$ cat src/design/ooksw_pkg.sv
// ----------------------------------------------------------------------------
// ooksw_pkg: shared types and constants of the OOK remote-switch encoder
// Frame layout, segment phases, register indexes and payload structs.
// ----------------------------------------------------------------------------
package ooksw_pkg;

  localparam int unsigned SENDER_BITS = 26;
  localparam int unsigned UNIT_BITS   = 4;
  localparam int unsigned FRAME_BITS  = SENDER_BITS + 2 + UNIT_BITS;
  localparam int unsigned POS_W       = 5;
  localparam int unsigned TIME_W      = 16;
  localparam int unsigned REP_W       = 8;
  localparam int unsigned CFG_IDX_W   = 3;

  localparam logic [TIME_W-1:0] HIGH_TIME_RST  = 16'd275;
  localparam logic [TIME_W-1:0] ZERO_LOW_RST   = 16'd275;
  localparam logic [TIME_W-1:0] ONE_LOW_RST    = 16'd1225;
  localparam logic [TIME_W-1:0] START_LOW_RST  = 16'd2675;
  localparam logic [TIME_W-1:0] END_LOW_RST    = 16'd10000;
  localparam logic [REP_W-1:0]  REPEAT_RST     = 8'd10;

  typedef enum logic [CFG_IDX_W-1:0] {
    REG_HIGH_TIME      = 3'd0,
    REG_ZERO_LOW_TIME  = 3'd1,
    REG_ONE_LOW_TIME   = 3'd2,
    REG_START_LOW_TIME = 3'd3,
    REG_END_LOW_TIME   = 3'd4,
    REG_REPEAT_COUNT   = 3'd5
  } reg_idx_e;

  typedef enum logic [2:0] {
    PH_IDLE       = 3'd0,
    PH_START_HIGH = 3'd1,
    PH_START_LOW  = 3'd2,
    PH_BIT_HIGH   = 3'd3,
    PH_BIT_LOW    = 3'd4,
    PH_END_HIGH   = 3'd5,
    PH_END_LOW    = 3'd6
  } phase_e;

  localparam logic CMD_TICK = 1'b0;
  localparam logic CMD_SEND = 1'b1;

  typedef struct packed {
    logic        command;
    logic [25:0] sender_code;
    logic [3:0]  unit_code;
    logic        switch_on;
  } in_item_t;

  typedef struct packed {
    logic line_level;
    logic busy_res;
  } out_item_t;

  typedef struct packed {
    logic [TIME_W-1:0] high_time;
    logic [TIME_W-1:0] zero_low_time;
    logic [TIME_W-1:0] one_low_time;
    logic [TIME_W-1:0] start_low_time;
    logic [TIME_W-1:0] end_low_time;
    logic [REP_W-1:0]  repeat_count;
  } cfg_t;

  // A programmed duration of zero still lasts one tick.
  function automatic logic [TIME_W-1:0] seg_len(input logic [TIME_W-1:0] v);
    seg_len = (v == '0) ? TIME_W'(1) : v;
  endfunction

endpackage

$ cat src/design/ook_remote_switch_frame_encoder.sv
// ----------------------------------------------------------------------------
// ook_remote_switch_frame_encoder: 433 MHz remote-switch OOK frame encoder
// Tick and send items drive a start latch, 32 bit pairs and an end latch.
// ----------------------------------------------------------------------------
//   Channel   Direction  Handshake                 Payload
//   in        input      in_valid_i / in_ready_o   ooksw_pkg::in_item_t
//   out       output     out_valid_o / out_ready_i ooksw_pkg::out_item_t
//   cfg       input      cfg_valid_i / cfg_ready_o cfg_index_i, cfg_data_i
//
// One item is taken per cycle while in_ready_o is high; its result is
// registered in the output buffer. A two-entry output buffer lets one more
// item in while a result waits, and in_ready_o drops only when both entries
// are full. The configuration port is always ready. Reset clears the
// sequencer to idle and loads the default timing values.
// ----------------------------------------------------------------------------
module ook_remote_switch_frame_encoder (
  input  logic                        clk_i,
  input  logic                        rst_ni,
  input  logic                        in_valid_i,
  output logic                        in_ready_o,
  input  ooksw_pkg::in_item_t         in_data_i,
  output logic                        out_valid_o,
  input  logic                        out_ready_i,
  output ooksw_pkg::out_item_t        out_data_o,
  input  logic                        cfg_valid_i,
  output logic                        cfg_ready_o,
  input  logic [ooksw_pkg::CFG_IDX_W-1:0] cfg_index_i,
  input  logic [ooksw_pkg::TIME_W-1:0]    cfg_data_i
);

  ooksw_pkg::cfg_t      cfg_q;
  ooksw_pkg::out_item_t result;
  logic                 space;
  logic                 in_accept;

  assign cfg_ready_o = 1'b1;
  assign in_ready_o  = space;
  assign in_accept   = in_valid_i && space;

  always_ff @(posedge clk_i or negedge rst_ni) begin
    if (!rst_ni) begin
      cfg_q.high_time      <= ooksw_pkg::HIGH_TIME_RST;
      cfg_q.zero_low_time  <= ooksw_pkg::ZERO_LOW_RST;
      cfg_q.one_low_time   <= ooksw_pkg::ONE_LOW_RST;
      cfg_q.start_low_time <= ooksw_pkg::START_LOW_RST;
      cfg_q.end_low_time   <= ooksw_pkg::END_LOW_RST;
      cfg_q.repeat_count   <= ooksw_pkg::REPEAT_RST;
    end else if (cfg_valid_i) begin
      case (cfg_index_i)
        ooksw_pkg::REG_HIGH_TIME:      cfg_q.high_time      <= cfg_data_i;
        ooksw_pkg::REG_ZERO_LOW_TIME:  cfg_q.zero_low_time  <= cfg_data_i;
        ooksw_pkg::REG_ONE_LOW_TIME:   cfg_q.one_low_time   <= cfg_data_i;
        ooksw_pkg::REG_START_LOW_TIME: cfg_q.start_low_time <= cfg_data_i;
        ooksw_pkg::REG_END_LOW_TIME:   cfg_q.end_low_time   <= cfg_data_i;
        ooksw_pkg::REG_REPEAT_COUNT:
          cfg_q.repeat_count <= cfg_data_i[ooksw_pkg::REP_W-1:0];
        default: ;
      endcase
    end
  end

  ooksw_core u_core (
    .clk_i    (clk_i),
    .rst_ni   (rst_ni),
    .accept_i (in_accept),
    .item_i   (in_data_i),
    .cfg_i    (cfg_q),
    .result_o (result)
  );

  ooksw_skid u_skid (
    .clk_i       (clk_i),
    .rst_ni      (rst_ni),
    .push_i      (in_accept),
    .push_data_i (result),
    .space_o     (space),
    .out_valid_o (out_valid_o),
    .out_ready_i (out_ready_i),
    .out_data_o  (out_data_o)
  );

endmodule

$ cat src/design/ooksw_core.sv
// ----------------------------------------------------------------------------
// ooksw_core: segment sequencer of the OOK encoder
// Updates the frame timing state for each accepted item and forms its result.
// ----------------------------------------------------------------------------
module ooksw_core (
  input  logic                clk_i,
  input  logic                rst_ni,
  input  logic                accept_i,
  input  ooksw_pkg::in_item_t item_i,
  input  ooksw_pkg::cfg_t     cfg_i,
  output ooksw_pkg::out_item_t result_o
);

  logic [ooksw_pkg::FRAME_BITS-1:0] frame_q, frame_d;
  logic [ooksw_pkg::POS_W-1:0]      pos_q, pos_d;
  logic                             half_q, half_d;
  ooksw_pkg::phase_e                phase_q, phase_d;
  logic [ooksw_pkg::TIME_W-1:0]     ticks_q, ticks_d;
  logic [ooksw_pkg::REP_W-1:0]      reps_q, reps_d;
  logic                             line_q, line_d;

  logic                             busy;
  logic [ooksw_pkg::TIME_W-1:0]     ticks_dec;
  logic [ooksw_pkg::REP_W-1:0]      reps_dec;
  logic [ooksw_pkg::POS_W:0]        shamt;
  logic                             frame_bit;
  logic                             half_val;
  logic                             last_bit;

  assign busy      = (phase_q != ooksw_pkg::PH_IDLE);
  assign ticks_dec = ticks_q - ooksw_pkg::TIME_W'(1);
  assign reps_dec  = reps_q - ooksw_pkg::REP_W'(1);

  // Bit being sent, most significant first, XOR the half of the pair.
  assign shamt     = (ooksw_pkg::POS_W + 1)'(ooksw_pkg::FRAME_BITS - 1) - {1'b0, pos_q};
  assign frame_bit = ({1'b0, pos_q} < (ooksw_pkg::POS_W + 1)'(ooksw_pkg::FRAME_BITS))
                     ? frame_q[shamt[ooksw_pkg::POS_W-1:0]] : 1'b0;
  assign half_val  = frame_bit ^ half_q;
  assign last_bit  = ({1'b0, pos_q} >= (ooksw_pkg::POS_W + 1)'(ooksw_pkg::FRAME_BITS - 1));

  always_comb begin
    frame_d  = frame_q;
    pos_d    = pos_q;
    half_d   = half_q;
    phase_d  = phase_q;
    ticks_d  = ticks_q;
    reps_d   = reps_q;
    line_d   = line_q;
    result_o = '0;

    if (item_i.command == ooksw_pkg::CMD_SEND) begin
      if (!busy && (cfg_i.repeat_count != '0)) begin
        frame_d = {item_i.sender_code[ooksw_pkg::SENDER_BITS-1:0], 1'b0,
                   item_i.switch_on, item_i.unit_code[ooksw_pkg::UNIT_BITS-1:0]};
        pos_d   = '0;
        half_d  = 1'b0;
        reps_d  = cfg_i.repeat_count;
        phase_d = ooksw_pkg::PH_START_HIGH;
        ticks_d = ooksw_pkg::seg_len(cfg_i.high_time);
        line_d  = 1'b1;
      end
      result_o.line_level = line_d;
      result_o.busy_res   = (phase_d != ooksw_pkg::PH_IDLE);
    end else if (!busy) begin
      line_d = 1'b0;
    end else begin
      result_o.line_level = line_q;
      result_o.busy_res   = 1'b1;
      ticks_d = ticks_dec;
      if (ticks_dec == '0) begin
        case (phase_q)
          ooksw_pkg::PH_START_HIGH: begin
            phase_d = ooksw_pkg::PH_START_LOW;
            ticks_d = ooksw_pkg::seg_len(cfg_i.start_low_time);
            line_d  = 1'b0;
          end
          ooksw_pkg::PH_START_LOW: begin
            pos_d   = '0;
            half_d  = 1'b0;
            phase_d = ooksw_pkg::PH_BIT_HIGH;
            ticks_d = ooksw_pkg::seg_len(cfg_i.high_time);
            line_d  = 1'b1;
          end
          ooksw_pkg::PH_BIT_HIGH: begin
            phase_d = ooksw_pkg::PH_BIT_LOW;
            ticks_d = ooksw_pkg::seg_len(half_val ? cfg_i.one_low_time
                                                  : cfg_i.zero_low_time);
            line_d  = 1'b0;
          end
          ooksw_pkg::PH_BIT_LOW: begin
            if (!half_q) begin
              half_d  = 1'b1;
              phase_d = ooksw_pkg::PH_BIT_HIGH;
            end else if (last_bit) begin
              phase_d = ooksw_pkg::PH_END_HIGH;
            end else begin
              pos_d   = pos_q + ooksw_pkg::POS_W'(1);
              half_d  = 1'b0;
              phase_d = ooksw_pkg::PH_BIT_HIGH;
            end
            ticks_d = ooksw_pkg::seg_len(cfg_i.high_time);
            line_d  = 1'b1;
          end
          ooksw_pkg::PH_END_HIGH: begin
            phase_d = ooksw_pkg::PH_END_LOW;
            ticks_d = ooksw_pkg::seg_len(cfg_i.end_low_time);
            line_d  = 1'b0;
          end
          ooksw_pkg::PH_END_LOW: begin
            reps_d = reps_dec;
            if (reps_dec != '0) begin
              phase_d = ooksw_pkg::PH_START_HIGH;
              ticks_d = ooksw_pkg::seg_len(cfg_i.high_time);
              line_d  = 1'b1;
            end else begin
              phase_d = ooksw_pkg::PH_IDLE;
              ticks_d = '0;
              reps_d  = '0;
              line_d  = 1'b0;
            end
          end
          default: begin
            phase_d = ooksw_pkg::PH_IDLE;
            ticks_d = '0;
            reps_d  = '0;
            line_d  = 1'b0;
          end
        endcase
      end
    end
  end

  always_ff @(posedge clk_i or negedge rst_ni) begin
    if (!rst_ni) begin
      frame_q <= '0;
      pos_q   <= '0;
      half_q  <= 1'b0;
      phase_q <= ooksw_pkg::PH_IDLE;
      ticks_q <= '0;
      reps_q  <= '0;
      line_q  <= 1'b0;
    end else if (accept_i) begin
      frame_q <= frame_d;
      pos_q   <= pos_d;
      half_q  <= half_d;
      phase_q <= phase_d;
      ticks_q <= ticks_d;
      reps_q  <= reps_d;
      line_q  <= line_d;
    end
  end

  // A running segment always has ticks and repeats left; idle keeps the line low.
  a_busy_has_ticks : assert property (@(posedge clk_i) disable iff (!rst_ni)
    (phase_q != ooksw_pkg::PH_IDLE) |-> (ticks_q != '0))
    else $error("busy segment with no ticks left");

  a_busy_has_repeats : assert property (@(posedge clk_i) disable iff (!rst_ni)
    (phase_q != ooksw_pkg::PH_IDLE) |-> (reps_q != '0))
    else $error("busy frame with no repeats left");

  a_idle_line_low : assert property (@(posedge clk_i) disable iff (!rst_ni)
    (phase_q == ooksw_pkg::PH_IDLE) |-> !line_q)
    else $error("line high while idle");

endmodule

$ cat src/design/ooksw_skid.sv
// ----------------------------------------------------------------------------
// ooksw_skid: two-entry result buffer
// Output register plus skid stage, so a new item is taken while a result waits.
// ----------------------------------------------------------------------------
module ooksw_skid (
  input  logic                 clk_i,
  input  logic                 rst_ni,
  input  logic                 push_i,
  input  ooksw_pkg::out_item_t push_data_i,
  output logic                 space_o,
  output logic                 out_valid_o,
  input  logic                 out_ready_i,
  output ooksw_pkg::out_item_t out_data_o
);

  logic                 out_valid_q, out_valid_d;
  logic                 skid_valid_q, skid_valid_d;
  ooksw_pkg::out_item_t out_q, out_d;
  ooksw_pkg::out_item_t skid_q, skid_d;
  logic                 pop;

  assign pop     = out_valid_q && out_ready_i;
  assign space_o = !skid_valid_q;

  always_comb begin
    out_valid_d  = out_valid_q;
    skid_valid_d = skid_valid_q;
    out_d        = out_q;
    skid_d       = skid_q;
    if (skid_valid_q) begin
      if (pop) begin
        out_d        = skid_q;
        skid_valid_d = 1'b0;
      end
    end else if (push_i) begin
      if (!out_valid_q || pop) begin
        out_d       = push_data_i;
        out_valid_d = 1'b1;
      end else begin
        skid_d       = push_data_i;
        skid_valid_d = 1'b1;
      end
    end else if (pop) begin
      out_valid_d = 1'b0;
    end
  end

  always_ff @(posedge clk_i or negedge rst_ni) begin
    if (!rst_ni) begin
      out_valid_q  <= 1'b0;
      skid_valid_q <= 1'b0;
    end else begin
      out_valid_q  <= out_valid_d;
      skid_valid_q <= skid_valid_d;
    end
  end

  always_ff @(posedge clk_i) begin
    out_q  <= out_d;
    skid_q <= skid_d;
  end

  assign out_valid_o = out_valid_q;
  assign out_data_o  = out_q;

  // The skid stage is only ever filled behind a waiting output register.
  a_skid_behind_out : assert property (@(posedge clk_i) disable iff (!rst_ni)
    skid_valid_q |-> out_valid_q)
    else $error("skid entry without output entry");

endmodule
$ cat config.mk
export PLATFORM = sky130hd
export DESIGN_NAME = ook_remote_switch_frame_encoder
export DESIGN_NICKNAME = d
export VERILOG_FILES = /design/src/design/ooksw_pkg.sv /design/src/design/ook_remote_switch_frame_encoder.sv /design/src/design/ooksw_core.sv /design/src/design/ooksw_skid.sv
export SDC_FILE = /design/constraint.sdc
export NUM_CORES = 1
export LEC_CHECK = 0
export ABC_AREA = 1
export BUFFER_PORTS_ARGS = -buffer_cell sky130_fd_sc_hd__buf_2
export CORE_UTILIZATION = 50
export CTS_BUF_LIST = sky130_fd_sc_hd__clkbuf_16
export DETAILED_ROUTE_END_ITERATION = 7
export GPL_TIMING_DRIVEN = 0
export PLACE_DENSITY = 0.68
export SYNTH_ARGS = -nofsm -noshare
export SYNTH_HDL_FRONTEND = slang
export SYNTH_SLANG_ARGS = --single-unit
$ cat constraint.sdc
create_clock -name clk_i -period 2.6 [get_ports clk_i]
set_input_delay 0.13 -clock clk_i [delete_from_list [all_inputs] [get_ports clk_i]]
set_output_delay 0.13 -clock clk_i [all_outputs]
set_load 0.01 [all_outputs]
==> impl_metrics.toml, run 1 <==
[sta]
finalWorstSetupSlack_ns = -0.0242
worst_pin_slew_ns = 1.13
post-route-period-util_pct = 101
period_needed_ns = 2.62
final_max_slew_viol_count = 0
finClkSkew_ns = 0.00782
final-setup-viol-count = 1
tns_ns = -0.0242
max_slew_margin_pct = 23.9
rsz0062_at_grt = "yes"
fmax_mhz = 381
hold_violations = 0

[grt]
gr-total-overflow = 0
grt_pass1_wl_mm = 36.5
grt_antenna_before_repair = 0
grt_start_max_net_pins = 100
grtUsageTotal_pct = 28.4
grt_pass1_vias = 7110

[logic_synthesis]
synthCells = 1060
synthFlopType = "dfrtp_1"
yosys_warnings = 0
synth-seq-cells = 159
yosys.cell_types.count = 46
synth_area_sq_um = 8230
postSynthAreaPerCell_sq_um = 7.76
synthArstFlopShare_pct = 97.5
synth_edf_count = 4
syn_nets = 1122
synth_seq_area_share_pct = 49.0

[place]
port_buffers = 59
placed_cells = 1336
globalplace.congestion = 0.860
dp_slack_ns = -0.165
dp.final_hpwl_mm = 15.9

[power]
clkPwrFrac_pct = 20.7
swShare_pct = 41.9
intPower_uw = 7000
p_sw_uw = 5050
leakage_uw = 0.00491
max-vdd-ir-drop_uv = 695
p_comb_share_pct = 47.1
powerDensity_nw_per_um2 = 1150
p_seq_share_pct = 32.2

[floorplanning]
die-area_sq_um = 17000
io_pins = 61
die_y_microns = 130
core_area_sq_um = 16000
rows = 46
start_util_pct = 51.4
die_w_microns = 130

[clocking]
cts_tree = "done"
htreeDepth = 4
clkSlewWorstSetupHoldPaths_ns = 0.06
cts_sinks = 159
numCtsBuffers = 17
insertion_delay_ns = 0.43
cts-root-buf = "clkbuf_16"
cts_max_path_buffers = 2

[route]
wl_mm = 23.3
drt_iter0_markers = 555
viasPerCell = 5.37
wl_per_cell_microns = 16.2
firstDrtPassIters = 5
route.detailed.drc = 0
ant_nets = 0
num_vias = 7708

[job]
max_cap_viol_count = 0

[critical_path]
crit_type = "flop to flop"
crit_path_max_fanout = 5
crit_required_ns = 2.95
arrival_ns = 2.98
end_kind = "flop"
start_kind = "flop"

[final_layout]
n_antenna_cell = 0
nNetsFinal = 1268
instances_no_fill = 1435
regArea_sq_um = 4040
drive_gt1_share_pct = 22.9
syn_to_final_growth_pct = 27.3
multiInputGateArea_sq_um = 3960
nFillCells = 1423

[hold_path]
hold_class = "input pin to flop"

[run_status]
status = "finished, violations left"
violations = "negative setup slack"
==> power by group through the flow <==
stage	clock network [uW]	registers [uW]	logic, uW
after global routing	2610	3980	6230
final	2490	3880	5670
after CTS	2510	3830	4510
after floorplan	0	3740	3160
after detailed placement	0	3860	4280
after global placement	0	3840	4220
==> kinds of logic (layout without fill, tap and decap cells) <==
logic type	Yosys count	count (layout)	share of synthesized area (%)
fa+ha+maj	6	6	0.913
simple gates	528	528	28.0
xor+xnor	17	17	1.81
compound gates	199	199	12.7
flops	159	159	49.0
other cells	1	1	0.0456
buf+inv	150	309	7.50
==> layout make-up <==
| class | instances | area share (%) |
|---|---|---|
| tap | 216 | 2.58 |
| clock buffer | 17 | 4.06 |
| timing repair buffer | 128 | 9.28 |
| multi-input combinational | 751 | 37.8 |
| sequential | 159 | 38.5 |
| clock inverter | 15 | 1.48 |
| buffer | 42 | 2.21 |
| inverter | 107 | 4.02 |
==> synthesized netlist by cell type (8+ instances only) <==
cell	n	share of area, %
nand2_1	357	16
o21ai_0	150	9.1
dfrtp_1	128	39
inv_1	103	4.7
nand3_1	51	3.1
nor2_1	50	2.3
clkbuf_1	31	1.4
dfstp_2	27	8.6
nand4_1	21	1.6
a21oi_1	18	1.1
nor4_1	14	1.1
xor2_1	14	1.5
o21ai_1	11	0.67
nor3_1	8	0.49
==> routing by layer <==
layer	wire length [microns]	share of wire, %	track usage (%)
met1	10600	46	39.5
met2	10900	47	44.4
met3	1110	4.7	4.76
met4	639	2.7	11.2
met5	0	0	0
==> through the flow <==
stage	utilization, %	total power (uW)	instance area [sq um]	hold slack [ns]
after floorplan	-	6900	8230	-0.166
after global placement	54.9	8060	8790	0.340
after detailed placement	55.2	8140	8830	0.131
after CTS	61.4	10800	9830	0.0437
after global routing	65.5	12800	10500	0.0622
final	65.5	12000	10500	0.0577
==> path summary, 6_finish.rpt <==
kind / slack, ns / cells past startpoint / from / to
worst min register to register: 0.47 / 2 / u_core.frame_q[27]$_DFFE_PN0P_ / u_core.frame_q[27]$_DFFE_PN0P_
worst min-delay path: 0.06 / 3 / cfg_data_i[15] / cfg_q[71]$_DFFE_PN0P_
max in group asynchronous: 1.47 / 3 / rst_ni / cfg_q[46]$_DFFE_PN1P_
worst max-delay path: -0.02 / 22 / u_core.pos_q[0]$_DFFE_PN0P_ / u_core.ticks_q[0]$_DFFE_PN0P_
worst max register to register: -0.02 / 22 / u_core.pos_q[0]$_DFFE_PN0P_ / u_core.ticks_q[0]$_DFFE_PN0P_
min in group asynchronous: 0.23 / 2 / rst_ni / u_core.frame_q[3]$_DFFE_PN0P_
==> critical path: stages, from the launching register on <==
cell and delay, ns:
dfrtp_2 0.44, buf_8 0.16, buf_4 0.15, nand2_2 0.07
nand3_2 0.06, nand2_1 0.07, nand2_1 0.07, nand3_2 0.10
nand3_4 0.11, nand3_4 0.16, nand2_8 0.08, clkbuf_16 0.17
nand2_4 0.06, nand2_4 0.06, nor2_4 0.11, nand2_2 0.07
nor2_2 0.12, nand2_1 0.07, nand2_2 0.09, nand2_2 0.05
nand2_2 0.09, nand2_2 0.06, a21oi_2 0.13
==> timing repair <==
action,in CTS,in global routing
resized for setup,19,119
setup endpoints to repair,30,32
endpoints found under the hold margin,83,0
hold buffers,33,0
gates cloned,0,5
pin swaps,2,51
setup buffers,3,27
==> state kept, by name, indices dropped and copies added (netlist names) <==
name / flops
u_core.frame_q: 31
u_core.line_q: 1
u_skid.out_valid_o: 1
cfg_q: 88
u_core.half_q: 1
u_skid.skid_q: 2
u_core.phase_q: 3
u_core.reps_q: 8
u_core.ticks_q: 16
u_skid.out_data_o: 2
u_skid.skid_valid_q: 1
u_core.pos_q: 5
==> layout by cell type (no fill, tap or decap), drive strengths merged, types with 7 or more instances in the layout <==
master / synthesis / final
nand2: 365 / 365
o21ai: 161 / 161
dfrtp: 128 / 128
inv: 107 / 109
buf: 12 / 103
nor2: 55 / 55
nand3: 55 / 55
clkbuf: 31 / 51
dlygate4sd3: 0 / 33
dfstp: 27 / 27
nand4: 22 / 22
a21oi: 20 / 20
nor4: 15 / 15
xor2: 14 / 14
nor3: 11 / 11
clkinv: 0 / 7
Note: power is estimated with default switching activity, not from simulation.
==> run 2, diff against run 1 <==
--- a/config.mk
+++ b/config.mk
@@ -12,6 +12,7 @@
 export DETAILED_ROUTE_END_ITERATION = 7
 export GPL_TIMING_DRIVEN = 0
 export PLACE_DENSITY = 0.68
+export RECOVER_POWER = 100
 export SYNTH_ARGS = -nofsm -noshare
 export SYNTH_HDL_FRONTEND = slang
 export SYNTH_SLANG_ARGS = --single-unit
==> run 2 against run 1 <==
The run still ends with negative setup slack left. Cell count unchanged. Register-to-register slack about the same. Largest power group unchanged. Flip-flop and latch count unchanged. Global-route usage unchanged. Setup slack better by 0.0067 ns.
==> impl_metrics.toml, run 2 (synthesis results as in run 1) <==
[floorplanning]
io_pins = 61
core_area_sq_um = 16000
start_util_pct = 51.4
die_y_microns = 130
die_w_microns = 130
die-area_sq_um = 17000
rows = 46

[sta]
fmax_mhz = 382
final_max_slew_viol_count = 0
rsz0062_at_grt = "yes"
max_slew_margin_pct = 5.04
finalWorstSetupSlack_ns = -0.0175
post-route-period-util_pct = 101
period_needed_ns = 2.62
final-setup-viol-count = 1
worst_pin_slew_ns = 1.42
finClkSkew_ns = 0.00819
hold_violations = 0

[final_layout]
nNetsFinal = 1268
reg_top3 = "cfg_q: 88 flops, u_core.frame_q: 31 flops, u_core.ticks_q: 16 flops"
drive_gt1_share_pct = 22.1
layout_common_cells = "nand2_1, o21ai_0, dfrtp_1"
final_area_sq_um = 10400
n_antenna_cell = 0
syn_to_final_growth_pct = 26.6
largest_reg_flops = 88
largest-register = "cfg_q"
final_common_cell = "nand2_1"

[critical_path]
crit_path_max_fanout = 5
reg2reg_to = "u_core.ticks_q[0]$_DFFE_PN0P_"
crit_slowest_cell = "dfrtp_2"
rrSetupSlack_ns = -0.02
start_kind = "flop"
cp_common_cell = "nand2_2"
crit_required_ns = 2.95
crit_type = "flop to flop"
timing.reg2reg.worst_path_depth = 22
end_kind = "flop"
worst_r2r_startpoint = "u_core.pos_q[0]$_DFFE_PN0P_"
critPathMaxStageDelay_ns = 0.44
arrival_ns = 2.97
path_cells = "buf_8 > buf_4 > nand2_2 > nand3_2 > nand2_1 > nand2_1 > nand3_2 > nand3_4 > nand3_4 > nand2_8 > clkbuf_16 > nand2_4 > nand2_4 > nor2_4 > nand2_2 > nor2_2 > nand2_1 > nand2_2 > nand2_2 > nand2_2 > nand2_2 > a21oi_2"

[route]
drt_iter0_markers = 549
viasPerCell = 5.39
num_vias = 7730
wl_per_cell_microns = 16.2
ant_nets = 0
wl_mm = 23.3
route.detailed.drc = 0
firstDrtPassIters = 6

[hold_path]
hold_path_depth = 3
hold_class = "input pin to flop"
holdPathEnd = "cfg_q[71]$_DFFE_PN0P_"
hp-start = "cfg_data_i[15]"

[power]
p_seq_share_pct = 32.3
p_sw_uw = 5030
finalPower_uw = 12000
swShare_pct = 41.9
intPower_uw = 6980
powerDensity_nw_per_um2 = 1150
clkPwrFrac_pct = 20.7
max-vdd-ir-drop_uv = 695
leakage_uw = 0.00488
p_comb_share_pct = 47.0

[place]
dp.final_hpwl_mm = 15.9
globalplace.congestion = 0.860
port_buffers = 59
dp_slack_ns = -0.165
place_area_sq_um = 8830

[grt]
grtUsageTotal_pct = 28.4
grt_start_max_net_pins = 100
grt_pass1_wl_mm = 36.5
grt_pass1_vias = 7110
gr-total-overflow = 0
grt_antenna_before_repair = 0

[job]
max_cap_viol_count = 0

[clocking]
clkSlewWorstSetupHoldPaths_ns = 0.06
htreeDepth = 4
cts_tree = "done"
cts_sinks = 159
numCtsBuffers = 17
insertion_delay_ns = 0.43
cts-root-buf = "clkbuf_16"
cts_max_path_buffers = 2

[run_status]
status = "finished, violations left"
violations = "negative setup slack"
## run 2: final cells by class
class,instances,area (sq um)
fill,1440,5580
sequential,159,4040
multi-input combinational,751,3940
timing repair buffer,128,940
clock buffer,17,425
inverter,107,422
tap,216,270
buffer,42,231
clock inverter,15,155
## run 2: critical path, delay by kind of cell, from the launching register on
family	cells	cell delay (ns)
DFF	1	0.44
and+or+nand+nor	18	1.50
buffers and inverters	3	0.48
AOI/OAI and AO/OA	1	0.13
## run 2: through the flow
step                      instances  hold WS (ns)  utilization [%]  TNS (ns)
after global routing           1435        0.0622             65.1     -4.95
after CTS                      1403        0.0437             61.4   -0.0829
after floorplan                1060        -0.166                -         0
after detailed placement       1336         0.131             55.2     -1.73
after global placement         1335         0.340             54.9   -119.62
final                          1435        0.0565             65.1   -0.0175
## run 2: routing by layer
layer | track usage (%) | vias up | wire (microns) | part of all wire [%]
met2 | 44.4 | 259 | 10900 | 47
met1 | 39.5 | 3675 | 10500 | 45
li1 | - | 3748 | - | -
met4 | 11.2 | 0 | 633 | 2.7
met3 | 4.76 | 48 | 1190 | 5.1
met5 | 0 | - | 0 | 0
## run 2: worst max path at each step
stage	startpoint	to
floorplan	u_core.ticks_q[0]$_DFFE_PN0P_	u_core.pos_q[2]$_DFFE_PN0P_
global placement	rst_ni	cfg_q[63]$_DFFE_PN0P_
detailed placement	u_core.pos_q[0]$_DFFE_PN0P_	u_core.ticks_q[0]$_DFFE_PN0P_
CTS	u_core.pos_q[0]$_DFFE_PN0P_	u_core.ticks_q[0]$_DFFE_PN0P_
global route	u_core.ticks_q[2]$_DFFE_PN0P_	u_core.ticks_q[5]$_DFFE_PN0P_
finish	u_core.pos_q[0]$_DFFE_PN0P_	u_core.ticks_q[0]$_DFFE_PN0P_
## run 2: what timing repair did
| item | in CTS | in global routing |
|---|---|---|
| pin swaps | 2 | 51 |
| hold buffers | 33 | 0 |
| cloned | 0 | 5 |
| resized for setup | 19 | 119 |
| endpoints found under the setup margin | 30 | 32 |
| setup buffers | 3 | 27 |
| endpoints found under the hold margin | 83 | 0 |
## run 2: power groups by stage
stage / registers [uW] / logic (uW) / clock network (uW)
floorplan: 3740 / 3160 / 0
global placement: 3840 / 4220 / 0
detailed placement: 3860 / 4280 / 0
CTS: 3830 / 4510 / 2510
global route: 3970 / 6210 / 2610
finish: 3880 / 5640 / 2490
==> run 3, diff against run 2 <==
--- a/config.mk
+++ b/config.mk
@@ -12,7 +12,7 @@
 export DETAILED_ROUTE_END_ITERATION = 7
 export GPL_TIMING_DRIVEN = 0
 export PLACE_DENSITY = 0.68
-export RECOVER_POWER = 100
+export RECOVER_POWER = 25
 export SYNTH_ARGS = -nofsm -noshare
 export SYNTH_HDL_FRONTEND = slang
 export SYNTH_SLANG_ARGS = --single-unit
==> run 3 against run 2 <==
The flow still finishes with violations (negative setup slack). Largest cell class unchanged. Clock power about the same. Cell count is the same. First-iteration DRC count up 1.3%. Wire length up 0.18%. Power increased by 0.27%. Combinational power about the same.
==> impl_metrics.toml, run 3 (synthesis results as in run 1) <==
[clocking]
insertion_delay_ns = 0.43
htreeDepth = 4
cts-root-buf = "clkbuf_16"
cts_sinks = 159
clkSlewWorstSetupHoldPaths_ns = 0.06
numCtsBuffers = 17
cts_max_path_buffers = 2
cts_tree = "done"

[route]
wl_per_cell_microns = 16.3
drt_iter0_markers = 556
num_vias = 7696
firstDrtPassIters = 6
route.detailed.drc = 0
wl_mm = 23.3
viasPerCell = 5.36
ant_nets = 0

[sta]
period_needed_ns = 2.62
final-setup-viol-count = 1
finalWorstSetupSlack_ns = -0.0225
finClkSkew_ns = 0.00765
final_max_slew_viol_count = 0
fmax_mhz = 381
worst_pin_slew_ns = 1.49
rsz0062_at_grt = "yes"
hold_violations = 0
post-route-period-util_pct = 101
max_slew_margin_pct = 0.702
tns_ns = -0.0225

[grt]
gr-total-overflow = 0
use_met1_pct = 39.5
use_met2_pct = 44.4
grt_busiest_layer = "met2"
use_met3_pct = 4.76
grt_start_max_net_pins = 100
grt_antenna_before_repair = 0
grt_pass1_wl_mm = 36.5
grtUsageTotal_pct = 28.4
grt_pass1_vias = 7110

[final_layout]
reg_top3 = "cfg_q: 88 flops, u_core.frame_q: 31 flops, u_core.ticks_q: 16 flops"
largest-register = "cfg_q"
layout_common_cells = "nand2_1, o21ai_0, dfrtp_1"
nNetsFinal = 1268
final_common_cell = "nand2_1"
final_area_sq_um = 10500
largest_reg_flops = 88
syn_to_final_growth_pct = 27.2
instances_no_fill = 1435
drive_gt1_share_pct = 22.7
n_antenna_cell = 0

[floorplanning]
die_w_microns = 130
rows = 46
start_util_pct = 51.4
die-area_sq_um = 17000
core_area_sq_um = 16000
io_pins = 61
die_y_microns = 130

[critical_path]
endpoint = "u_core.ticks_q[0]$_DFFE_PN0P_"
reg2reg_to = "u_core.ticks_q[0]$_DFFE_PN0P_"
arrival_ns = 2.98
crit_start = "u_core.pos_q[0]$_DFFE_PN0P_"
crit_path_max_fanout = 5
crit_type = "flop to flop"
rrSetupSlack_ns = -0.02
worst_r2r_startpoint = "u_core.pos_q[0]$_DFFE_PN0P_"
end_kind = "flop"
crit_required_ns = 2.95
timing.reg2reg.worst_path_depth = 22
start_kind = "flop"

[run_status]
status = "finished, violations left"
violations = "negative setup slack"

[place]
place_area_sq_um = 8830
globalplace.congestion = 0.860
dp.final_hpwl_mm = 15.9
port_buffers = 59
placed_cells = 1336

[power]
leakage_uw = 0.00490
powerDensity_nw_per_um2 = 1150
max-vdd-ir-drop_uv = 695

[job]
max_cap_viol_count = 0

[hold_path]
hold_class = "input pin to flop"
run 3: area by class of cell:
class,count,area (sq um)
fill,1427,5530
sequential,159,4040
multi-input combinational,751,3960
timing repair buffer,128,963
clock buffer,17,425
inverter,107,422
tap,216,270
buffer,42,231
clock inverter,15,155
run 3: how the worst min path moves through the flow:
stage / from / end / cells past startpoint
after floorplan: rst_ni / cfg_q[0]$_DFFE_PN0P_ / 0
after global placement: in_data_i[4] / u_core.frame_q[3]$_DFFE_PN0P_ / 3
after detailed placement: rst_ni / u_core.frame_q[3]$_DFFE_PN0P_ / 1
after CTS: cfg_data_i[8] / cfg_q[64]$_DFFE_PN1P_ / 3
after global routing: cfg_data_i[8] / cfg_q[16]$_DFFE_PN1P_ / 3
final: cfg_data_i[15] / cfg_q[71]$_DFFE_PN0P_ / 3
run 3: repair_timing:
action / in CTS / in global routing
resized for setup: 19 / 119
setup buffers: 3 / 27
hold buffers: 33 / 0
endpoints found under the setup margin: 30 / 32
endpoints found under the hold margin: 83 / 0
pin swaps: 2 / 51
gates cloned: 0 / 5
run 3: power breakdown:
| part | switching (uW) | internal [uW] | leakage [uW] |
|---|---|---|---|
| clock | 1000 | 1490 | 0.000287 |
| sequential | 545 | 3340 | 0.00192 |
| combinational | 3500 | 2170 | 0.00270 |
run 3: critical path: stages (launching register included):
cell	delay, ns
dfrtp_2	0.44
buf_8	0.16
buf_4	0.15
nand2_2	0.07
nand3_2	0.06
nand2_1	0.07
nand2_1	0.07
nand3_2	0.10
nand3_4	0.11
nand3_4	0.16
nand2_8	0.08
clkbuf_16	0.17
nand2_4	0.06
nand2_4	0.06
nor2_4	0.11
nand2_2	0.07
nor2_2	0.12
nand2_1	0.07
nand2_2	0.09
nand2_2	0.05
nand2_2	0.09
nand2_2	0.06
a21oi_2	0.13
run 3: metal layers:
metal,vias up,share of wire [%]
li1,3741,-
met1,3668,46
met2,239,47
met3,48,4.7
met4,0,2.7
met5,-,0
run 3: metrics by stage:
stage	total power, uW	setup WS (ns)	util, %	hold slack, ns
finish	12000	-0.0225	65.4	0.0579
global route	12800	-0.149	65.4	0.0622
CTS	10800	-0.0323	61.4	0.0437
detailed placement	8140	-0.165	55.2	0.131
global placement	8060	-0.931	54.9	0.340
floorplan	6900	0.308	-	-0.166
